[config.mk]
export PLATFORM = sky130hd
export DESIGN_NAME = status_led_pattern_generator
export DESIGN_NICKNAME = d
export VERILOG_FILES = /design/src/rtl/slpg_pkg.sv /design/src/rtl/slpg_csr.sv /design/src/rtl/slpg_core.sv /design/src/rtl/status_led_pattern_generator.sv
export SDC_FILE = /design/constraint.sdc
export NUM_CORES = 1
export LEC_CHECK = 0
export BUFFER_PORTS_ARGS = -buffer_cell sky130_fd_sc_hd__buf_2
export CORE_ASPECT_RATIO = 1.75
export CORE_UTILIZATION = 45
export CTS_CLUSTER_DIAMETER = 80
export DETAILED_ROUTE_END_ITERATION = 6
export SKIP_LAST_GASP = 1
export SLEW_MARGIN = 20
export SYNTH_ARGS = -nofsm -noshare
export SYNTH_HDL_FRONTEND = slang
export SYNTH_SLANG_ARGS = --single-unit
export TNS_END_PERCENT = 20
[constraint.sdc]
create_clock -name clock -period 3.6 [get_ports clock]
set_input_delay 0.72 -clock clock [delete_from_list [all_inputs] [get_ports clock]]
set_output_delay 0.72 -clock clock [all_outputs]
set_load 0.05 [all_outputs]
[src/rtl/slpg_pkg.sv]
`timescale 1ns / 1ps
// ----------------------------------------------------------------------------
// slpg_pkg
// Shared types and constants of the status LED pattern generator: mode codes,
// register indexes, register reset values and the configuration bundle.
// ----------------------------------------------------------------------------
package slpg_pkg;

   // elapsed counter width default
   localparam int TIME_BITS_DEFAULT = 16;

   // configuration register file
   localparam int NUM_REGS       = 8;
   localparam int REG_BITS       = 16;
   localparam int CSR_INDEX_BITS = $clog2(NUM_REGS);

   // input item kinds
   localparam logic REQ_TICK   = 1'b0;
   localparam logic REQ_CHANGE = 1'b1;

   // fault phase counter wraps through this mask
   localparam logic [1:0] FAULT_PHASE_MASK = 2'h3;
   localparam logic [1:0] FAULT_PHASE_GAP  = 2'd1;
   localparam logic [1:0] FAULT_PHASE_PAUSE = 2'd3;

   typedef enum logic [2:0] {
      MODE_HEARTBEAT = 3'd0,
      MODE_ARMED     = 3'd1,
      MODE_CAPTURING = 3'd2,
      MODE_STORED    = 3'd3,
      MODE_FAULT     = 3'd4
   } mode_type;

   typedef enum logic [CSR_INDEX_BITS-1:0] {
      REG_HB_ON   = 3'd0,
      REG_HB_OFF  = 3'd1,
      REG_ARMED   = 3'd2,
      REG_CAPTURE = 3'd3,
      REG_STORED  = 3'd4,
      REG_FLASH   = 3'd5,
      REG_GAP     = 3'd6,
      REG_PAUSE   = 3'd7
   } reg_index_type;

   // register reset values, milliseconds
   localparam logic [REG_BITS-1:0] HB_ON_RESET   = 16'd50;
   localparam logic [REG_BITS-1:0] HB_OFF_RESET  = 16'd2950;
   localparam logic [REG_BITS-1:0] ARMED_RESET   = 16'd500;
   localparam logic [REG_BITS-1:0] CAPTURE_RESET = 16'd100;
   localparam logic [REG_BITS-1:0] STORED_RESET  = 16'd2000;
   localparam logic [REG_BITS-1:0] FLASH_RESET   = 16'd200;
   localparam logic [REG_BITS-1:0] GAP_RESET     = 16'd200;
   localparam logic [REG_BITS-1:0] PAUSE_RESET   = 16'd1000;

   // timing set seen by the pattern engine
   typedef struct packed {
      logic [REG_BITS-1:0] hb_on;
      logic [REG_BITS-1:0] hb_off;
      logic [REG_BITS-1:0] armed;
      logic [REG_BITS-1:0] capture;
      logic [REG_BITS-1:0] stored;
      logic [REG_BITS-1:0] flash;
      logic [REG_BITS-1:0] gap;
      logic [REG_BITS-1:0] pause;
   } cfg_type;

   // result of one beat
   typedef struct packed {
      logic     led;
      mode_type mode;
   } result_type;

endpackage

[src/rtl/slpg_csr.sv]
`timescale 1ns / 1ps
// ----------------------------------------------------------------------------
// slpg_csr
// Timing register file: eight 16-bit millisecond intervals, written through a
// plain write port, reset to their default values.
// ----------------------------------------------------------------------------
module slpg_csr (
   input  logic                                 clock,
   input  logic                                 reset,
   input  logic                                 csr_write,
   input  logic [slpg_pkg::CSR_INDEX_BITS-1:0]  csr_index,
   input  logic [slpg_pkg::REG_BITS-1:0]        csr_wdata,
   output slpg_pkg::cfg_type                    cfg
);
   import slpg_pkg::*;

   cfg_type cfg_ff;

   // register writes
   always_ff @(posedge clock) begin
      if (reset) begin
         cfg_ff.hb_on   <= HB_ON_RESET;
         cfg_ff.hb_off  <= HB_OFF_RESET;
         cfg_ff.armed   <= ARMED_RESET;
         cfg_ff.capture <= CAPTURE_RESET;
         cfg_ff.stored  <= STORED_RESET;
         cfg_ff.flash   <= FLASH_RESET;
         cfg_ff.gap     <= GAP_RESET;
         cfg_ff.pause   <= PAUSE_RESET;
      end else if (csr_write) begin
         unique case (reg_index_type'(csr_index))
            REG_HB_ON:   cfg_ff.hb_on   <= csr_wdata;
            REG_HB_OFF:  cfg_ff.hb_off  <= csr_wdata;
            REG_ARMED:   cfg_ff.armed   <= csr_wdata;
            REG_CAPTURE: cfg_ff.capture <= csr_wdata;
            REG_STORED:  cfg_ff.stored  <= csr_wdata;
            REG_FLASH:   cfg_ff.flash   <= csr_wdata;
            REG_GAP:     cfg_ff.gap     <= csr_wdata;
            REG_PAUSE:   cfg_ff.pause   <= csr_wdata;
            default:     cfg_ff.hb_on   <= cfg_ff.hb_on;
         endcase
      end
   end

   assign cfg = cfg_ff;

endmodule

[src/rtl/slpg_core.sv]
`timescale 1ns / 1ps
// ----------------------------------------------------------------------------
// slpg_core
// Pattern engine: mode, elapsed count, fault phase and LED state, with the
// next-state logic for one tick or mode change per accepted beat.
// ----------------------------------------------------------------------------
module slpg_core #(
   parameter int TIME_BITS = slpg_pkg::TIME_BITS_DEFAULT
) (
   input  logic                 clock,
   input  logic                 reset,
   input  logic                 accept,
   input  logic                 req_type,
   input  logic [2:0]           req_new_mode,
   input  slpg_pkg::cfg_type    cfg,
   output slpg_pkg::result_type result_in
);
   import slpg_pkg::*;

   // compare width covers both the counter and the 16-bit intervals
   localparam int CMP_BITS = (TIME_BITS > REG_BITS) ? TIME_BITS : REG_BITS;
   localparam logic [TIME_BITS-1:0] TIME_MAX = {TIME_BITS{1'b1}};

   mode_type             mode_ff,    mode_in;
   logic [TIME_BITS-1:0] elapsed_ff, elapsed_in;
   logic [1:0]           phase_ff,   phase_in;
   logic                 led_ff,     led_in;

   logic [TIME_BITS-1:0] elapsed_inc;
   logic [REG_BITS-1:0]  interval;
   logic                 match;
   logic [1:0]           phase_next;

   // saturating increment
   assign elapsed_inc = (elapsed_ff == TIME_MAX) ? elapsed_ff
                                                 : elapsed_ff + 1'b1;

   // interval of the current mode and phase
   always_comb begin
      unique case (mode_ff)
         MODE_HEARTBEAT: interval = led_ff ? cfg.hb_on : cfg.hb_off;
         MODE_ARMED:     interval = cfg.armed;
         MODE_CAPTURING: interval = cfg.capture;
         MODE_STORED:    interval = cfg.stored;
         MODE_FAULT: begin
            if (phase_ff == FAULT_PHASE_GAP)
               interval = cfg.gap;
            else if (phase_ff == FAULT_PHASE_PAUSE)
               interval = cfg.pause;
            else
               interval = cfg.flash;
         end
         default:        interval = cfg.hb_off;
      endcase
   end

   assign match      = CMP_BITS'(elapsed_inc) >= CMP_BITS'(interval);
   assign phase_next = (phase_ff + 2'd1) & FAULT_PHASE_MASK;

   // next state for one beat
   always_comb begin
      mode_in    = mode_ff;
      elapsed_in = elapsed_ff;
      phase_in   = phase_ff;
      led_in     = led_ff;
      if (req_type == REQ_CHANGE) begin
         // codes past fault are ignored
         if (req_new_mode <= 3'(MODE_FAULT)) begin
            mode_in    = mode_type'(req_new_mode);
            elapsed_in = '0;
            phase_in   = '0;
            led_in     = 1'b0;
         end
      end else begin
         elapsed_in = elapsed_inc;
         unique case (mode_ff)
            MODE_STORED: begin
               if (!led_ff) begin
                  led_in     = 1'b1;
                  elapsed_in = '0;
               end else if (match) begin
                  mode_in    = MODE_HEARTBEAT;
                  elapsed_in = '0;
                  phase_in   = '0;
                  led_in     = 1'b0;
               end
            end
            MODE_FAULT: begin
               if (match) begin
                  phase_in   = phase_next;
                  led_in     = !phase_next[0];
                  elapsed_in = '0;
               end
            end
            default: begin
               // heartbeat, armed and capturing toggle on a match
               if (match) begin
                  led_in     = !led_ff;
                  elapsed_in = '0;
               end
            end
         endcase
      end
   end

   // state registers
   always_ff @(posedge clock) begin
      if (reset) begin
         mode_ff    <= MODE_HEARTBEAT;
         elapsed_ff <= '0;
         phase_ff   <= '0;
         led_ff     <= 1'b0;
      end else if (accept) begin
         mode_ff    <= mode_in;
         elapsed_ff <= elapsed_in;
         phase_ff   <= phase_in;
         led_ff     <= led_in;
      end
   end

   assign result_in.led  = led_in;
   assign result_in.mode = mode_in;

endmodule

[src/rtl/status_led_pattern_generator.sv]
`timescale 1ns / 1ps
// ----------------------------------------------------------------------------
// status_led_pattern_generator
// The result of an accepted beat is registered in the output register.
// Throughput: one beat per cycle unless the output is stalled; the output
// register frees as the result is taken, so a new beat enters in the same cycle.
// Reset: synchronous, clears mode to heartbeat, count, phase and LED, and
// loads the default timing registers.
// ----------------------------------------------------------------------------
module status_led_pattern_generator #(
   parameter int TIME_BITS = slpg_pkg::TIME_BITS_DEFAULT
) (
   input  logic                                clock,
   input  logic                                reset,
   input  logic                                req_valid,
   output logic                                req_stall,
   input  logic                                req_type,
   input  logic [2:0]                          req_new_mode,
   output logic                                rsp_valid,
   input  logic                                rsp_stall,
   output logic                                rsp_led_level,
   output logic [2:0]                          rsp_current_mode,
   input  logic                                csr_write,
   input  logic [slpg_pkg::CSR_INDEX_BITS-1:0] csr_index,
   input  logic [slpg_pkg::REG_BITS-1:0]       csr_wdata
);
   import slpg_pkg::*;

   cfg_type    cfg;
   result_type result_in;
   result_type result_ff;
   logic       rsp_valid_ff, rsp_valid_in;
   logic       accept;

   // input beat goes in whenever the output register is free or draining
   assign req_stall = rsp_valid_ff && rsp_stall;
   assign accept    = req_valid && !req_stall;

   slpg_csr u_csr (
      .clock     (clock),
      .reset     (reset),
      .csr_write (csr_write),
      .csr_index (csr_index),
      .csr_wdata (csr_wdata),
      .cfg       (cfg)
   );

   slpg_core #(
      .TIME_BITS (TIME_BITS)
   ) u_core (
      .clock        (clock),
      .reset        (reset),
      .accept       (accept),
      .req_type     (req_type),
      .req_new_mode (req_new_mode),
      .cfg          (cfg),
      .result_in    (result_in)
   );

   // output register
   assign rsp_valid_in = accept || (rsp_valid_ff && rsp_stall);

   always_ff @(posedge clock) begin
      if (reset) begin
         rsp_valid_ff <= 1'b0;
      end else begin
         rsp_valid_ff <= rsp_valid_in;
      end
   end

   always_ff @(posedge clock) begin
      if (accept) begin
         result_ff <= result_in;
      end
   end

   assign rsp_valid        = rsp_valid_ff;
   assign rsp_led_level    = result_ff.led;
   assign rsp_current_mode = result_ff.mode;

endmodule
==> impl_results.md <==
- Comb pwr share: 10.1%
- Congestion Overflow GR: 0
- Avg Inst Size Synth: 7.64 um^2
- Slowest Stage Delay on Critical Path: 0.37 ns
- Sequential share of the synthesized area: 41.9%
- Residual DRC: 0
- PD cells: 464 nW/um^2
- Die area: 17200 um^2
- GRT Util Overall: 28.4%
- Vias in the first global route: 6886
- Mapped Cells: 982
- Commonest cells after routing, fill and taps aside: nand2_1 (294), dfxtp_1 (143), a21oi_1 (117)
- Initial core utilization: 45.9%
- Tmin final: 3.45 ns
- Layout cells sized above 1: 19.1%
- First-pass GRT wire length: 37.1 mm
- Vias per cell: 5.59
- Seq cells post-synth: 155
- Io pins: 34
- CP arrival: 3.79 ns
- Clk_skew: 0.00726 ns
- 1st-pass router iterations: 5
- CTS Sinks: 155
- Clock slew seen by the registers of the worst setup and hold paths: 0.07 ns
- NetSw: 1.12 mW
- Area grow syn2layout: 21.5%
- H-Tree Depth: 4
- Ys flop type: dfxtp_1
- Largest net degree at the start of global routing: 73
- Most common cell after layout, fill and taps aside: nand2_1
- Antenna-violating nets left: 0
- Post-synthesis cell type count: 55
- Crit Path Category: reg2reg
- # rows: 62
- Initial antenna violation count: 0
- Pins over their slew limit: 0
- Hold_ws: 0.457 ns
- CP endpoint kind: flip-flop
- Int Pwr: 3.11 mW
- Ys async rst share: 0%
- Leakage: 3.53 nW
- Chip height: 173 um
- # fillers: 1550
- CTS tree: built
- Post-synth EDFFs: 4
- DIE WIDTH: 99.6 um
- PortBufs: 33
- Slew headroom: 41.5%
- Cell chain of the critical path: inv_1 > buf_4 > nor2_1 > buf_6 > a22oi_1 > o221a_2 > a21oi_2 > ha_1 > a31oi_1 > nor2b_1 > o311ai_2 > nand3_2 > a211o_1 > o2111ai_2 > mux2_2
- Sw Ratio: 26.6%
- Worst path slowest cell: dfxtp_1
- Clk network pwr share: 47.6%
- Antenna Cells: 0
- Max Clk Rate: 290 MHz
- Final wirelength: 23.6 mm
- RSZ-0062 raised after global routing: yes
- Syn nets: 1030
- Clock Tree Buf Depth: 2
- DR WL/cell: 18.7 um
- CTS root buffer: clkbuf_16
- Via count: 7067
- Worst Setup Start Kind: flip-flop
- Core Box Area: 16400 um^2
- Outcome: finished clean
- Setup TNS: 0 ns
- Worst skew pair latency: 0.44 ns
- Hold Fails Final Rpt: 0
- DPL Wire Length: 16.3 mm
- Reg power frac: 42.3%
- Worst EP required: 3.93 ns
- Max Cap Violations: 0
- Period utilization: 95.9%
- Hold-fix buffers, CTS: 0
- First DRT Iteration DRCs: 539
- CTS Buf Count: 17
- Synthesized area: 7510 um^2
- VDD IR max: 0.000314 V
- CP max FO: 10
- GP Congestion: 0.854
- Min-delay worst type: reg2reg
- Actual slew at the worst max-slew pin: 0.874 ns
- Final nets: 1076
- Warnings, synthesis: 0
- Endpoints failing setup: 0
[stage by stage]
stage | worst slack (ns) | instances | area, um^2 | power [mW] | utilization [%]
5_1_grt | -0.0411 | 1265 | 9130 | 4.36 | 55.7
6_report | 0.146 | 1265 | 9130 | 4.23 | 55.7
3_5_place_dp | -0.135 | 1227 | 8200 | 2.24 | 50.1
4_1_cts | 0.00541 | 1259 | 8860 | 4.23 | 54.2
2_1_floorplan | 0.0305 | 982 | 7510 | 2.08 | -
3_3_place_gp | -0.0543 | 1227 | 8200 | 2.23 | 50.1
[sequential cells by signal (all words and copies together), names as in the netlist]
name and flops:
u_csr.cfg 128, rsp_valid 1, rsp_current_mode 3, rsp_led_level 1
u_core.elapsed_ff 16, u_core.led_ff 1, u_core.mode_ff 3, u_core.phase_ff 2
[Yosys cell counts, types with 2 or more instances]
library cell / n / share of area (%)
clkbuf_2: 15 / 1.0
a22o_1: 5 / 0.58
clkbuf_1: 51 / 2.5
edfxtp_1: 4 / 1.6
nand3_1: 58 / 3.9
buf_2: 3 / 0.20
a221oi_1: 15 / 1.8
and2_1: 3 / 0.25
mux2i_1: 25 / 3.3
and3_1: 3 / 0.25
o21ai_0: 32 / 2.1
inv_1: 5 / 0.25
buf_1: 2 / 0.10
nor2b_1: 9 / 0.75
dfxtp_1: 151 / 40
mux2_2: 15 / 2.2
nor3_1: 9 / 0.60
o221a_2: 2 / 0.30
xor2_1: 2 / 0.23
nand2_1: 296 / 15
a21oi_1: 120 / 8.0
ha_1: 20 / 3.3
nor4_1: 2 / 0.17
clkinv_1: 2 / 0.10
nand2b_1: 5 / 0.42
nand4_1: 3 / 0.25
a22oi_1: 20 / 2.0
o211ai_1: 10 / 1.0
xnor2_1: 6 / 0.70
a31oi_1: 12 / 1.0
nor2_1: 53 / 2.6
[what timing repair did]
| item | 4_1_cts | 5_1_grt |
|---|---|---|
| endpoints found under the hold margin | 0 | 0 |
| endpoints found under the setup margin | 14 | 23 |
| buffers inserted | 0 | 6 |
| gates cloned | 0 | 1 |
| resized for setup | 4 | 47 |
| pin swaps | 0 | 18 |
[power groups by stage]
stage	logic [mW]	registers, mW	clock network, mW
detailed placement	0.409	1.83	0
finish	0.425	1.79	2.01
global route	0.464	1.80	2.10
CTS	0.413	1.79	2.03
floorplan	0.243	1.84	0
global placement	0.405	1.83	0
[worst max-delay path: cells and delay by family, from the launching register on]
kind                     cells  cell delay, ns
flip-flops                   1            0.37
AO/OA/AOI/OAI                7            1.31
AND/OR/NAND/NOR              3            0.60
buffers and inverters        3            0.46
adder cells (fa/ha/maj)      1            0.25
multiplexers                 1            0.35
[cells by family after synthesis]
logic type	count (synthesis)	share of synthesized area, %
mux	40	5.58
buf+inv	79	4.35
fa+ha+maj	20	3.33
compound gates	229	18.5
simple gates	450	25.3
flops	155	41.9
xor+xnor	9	1.15
[layer usage]
metal	share of wire (%)	track usage, %	routed length, um	vias up
li1	-	-	-	3488
met1	40	33.9	9350	3330
met2	52	49.6	12400	200
met3	4.9	5.13	1170	49
met4	3.0	11.7	712	0
met5	0	0	0	-
[final timing paths]
kind	startpoint	slack (ns)	to	depth (start not counted)
setup / recovery	u_core.mode_ff[1]	0.15	u_core.phase_ff[1]	15
hold / removal	u_csr.cfg[53]	0.46	u_csr.cfg[53]	2
setup reg to reg	u_core.mode_ff[1]	0.15	u_core.phase_ff[1]	15
hold reg to reg	u_csr.cfg[53]	0.46	u_csr.cfg[53]	2
[cell type report]
type	instances	area (um^2)	area share, %
clock buffers	17	425	4.66
clock inverters	15	221	2.43
multi-input cells	748	4250	46.5
repair buffers	99	771	8.45
flip-flops and latches	155	3160	34.6
inverters	7	26.3	0.288
well taps	224	280	3.07
(Power assumes the default switching activity.)
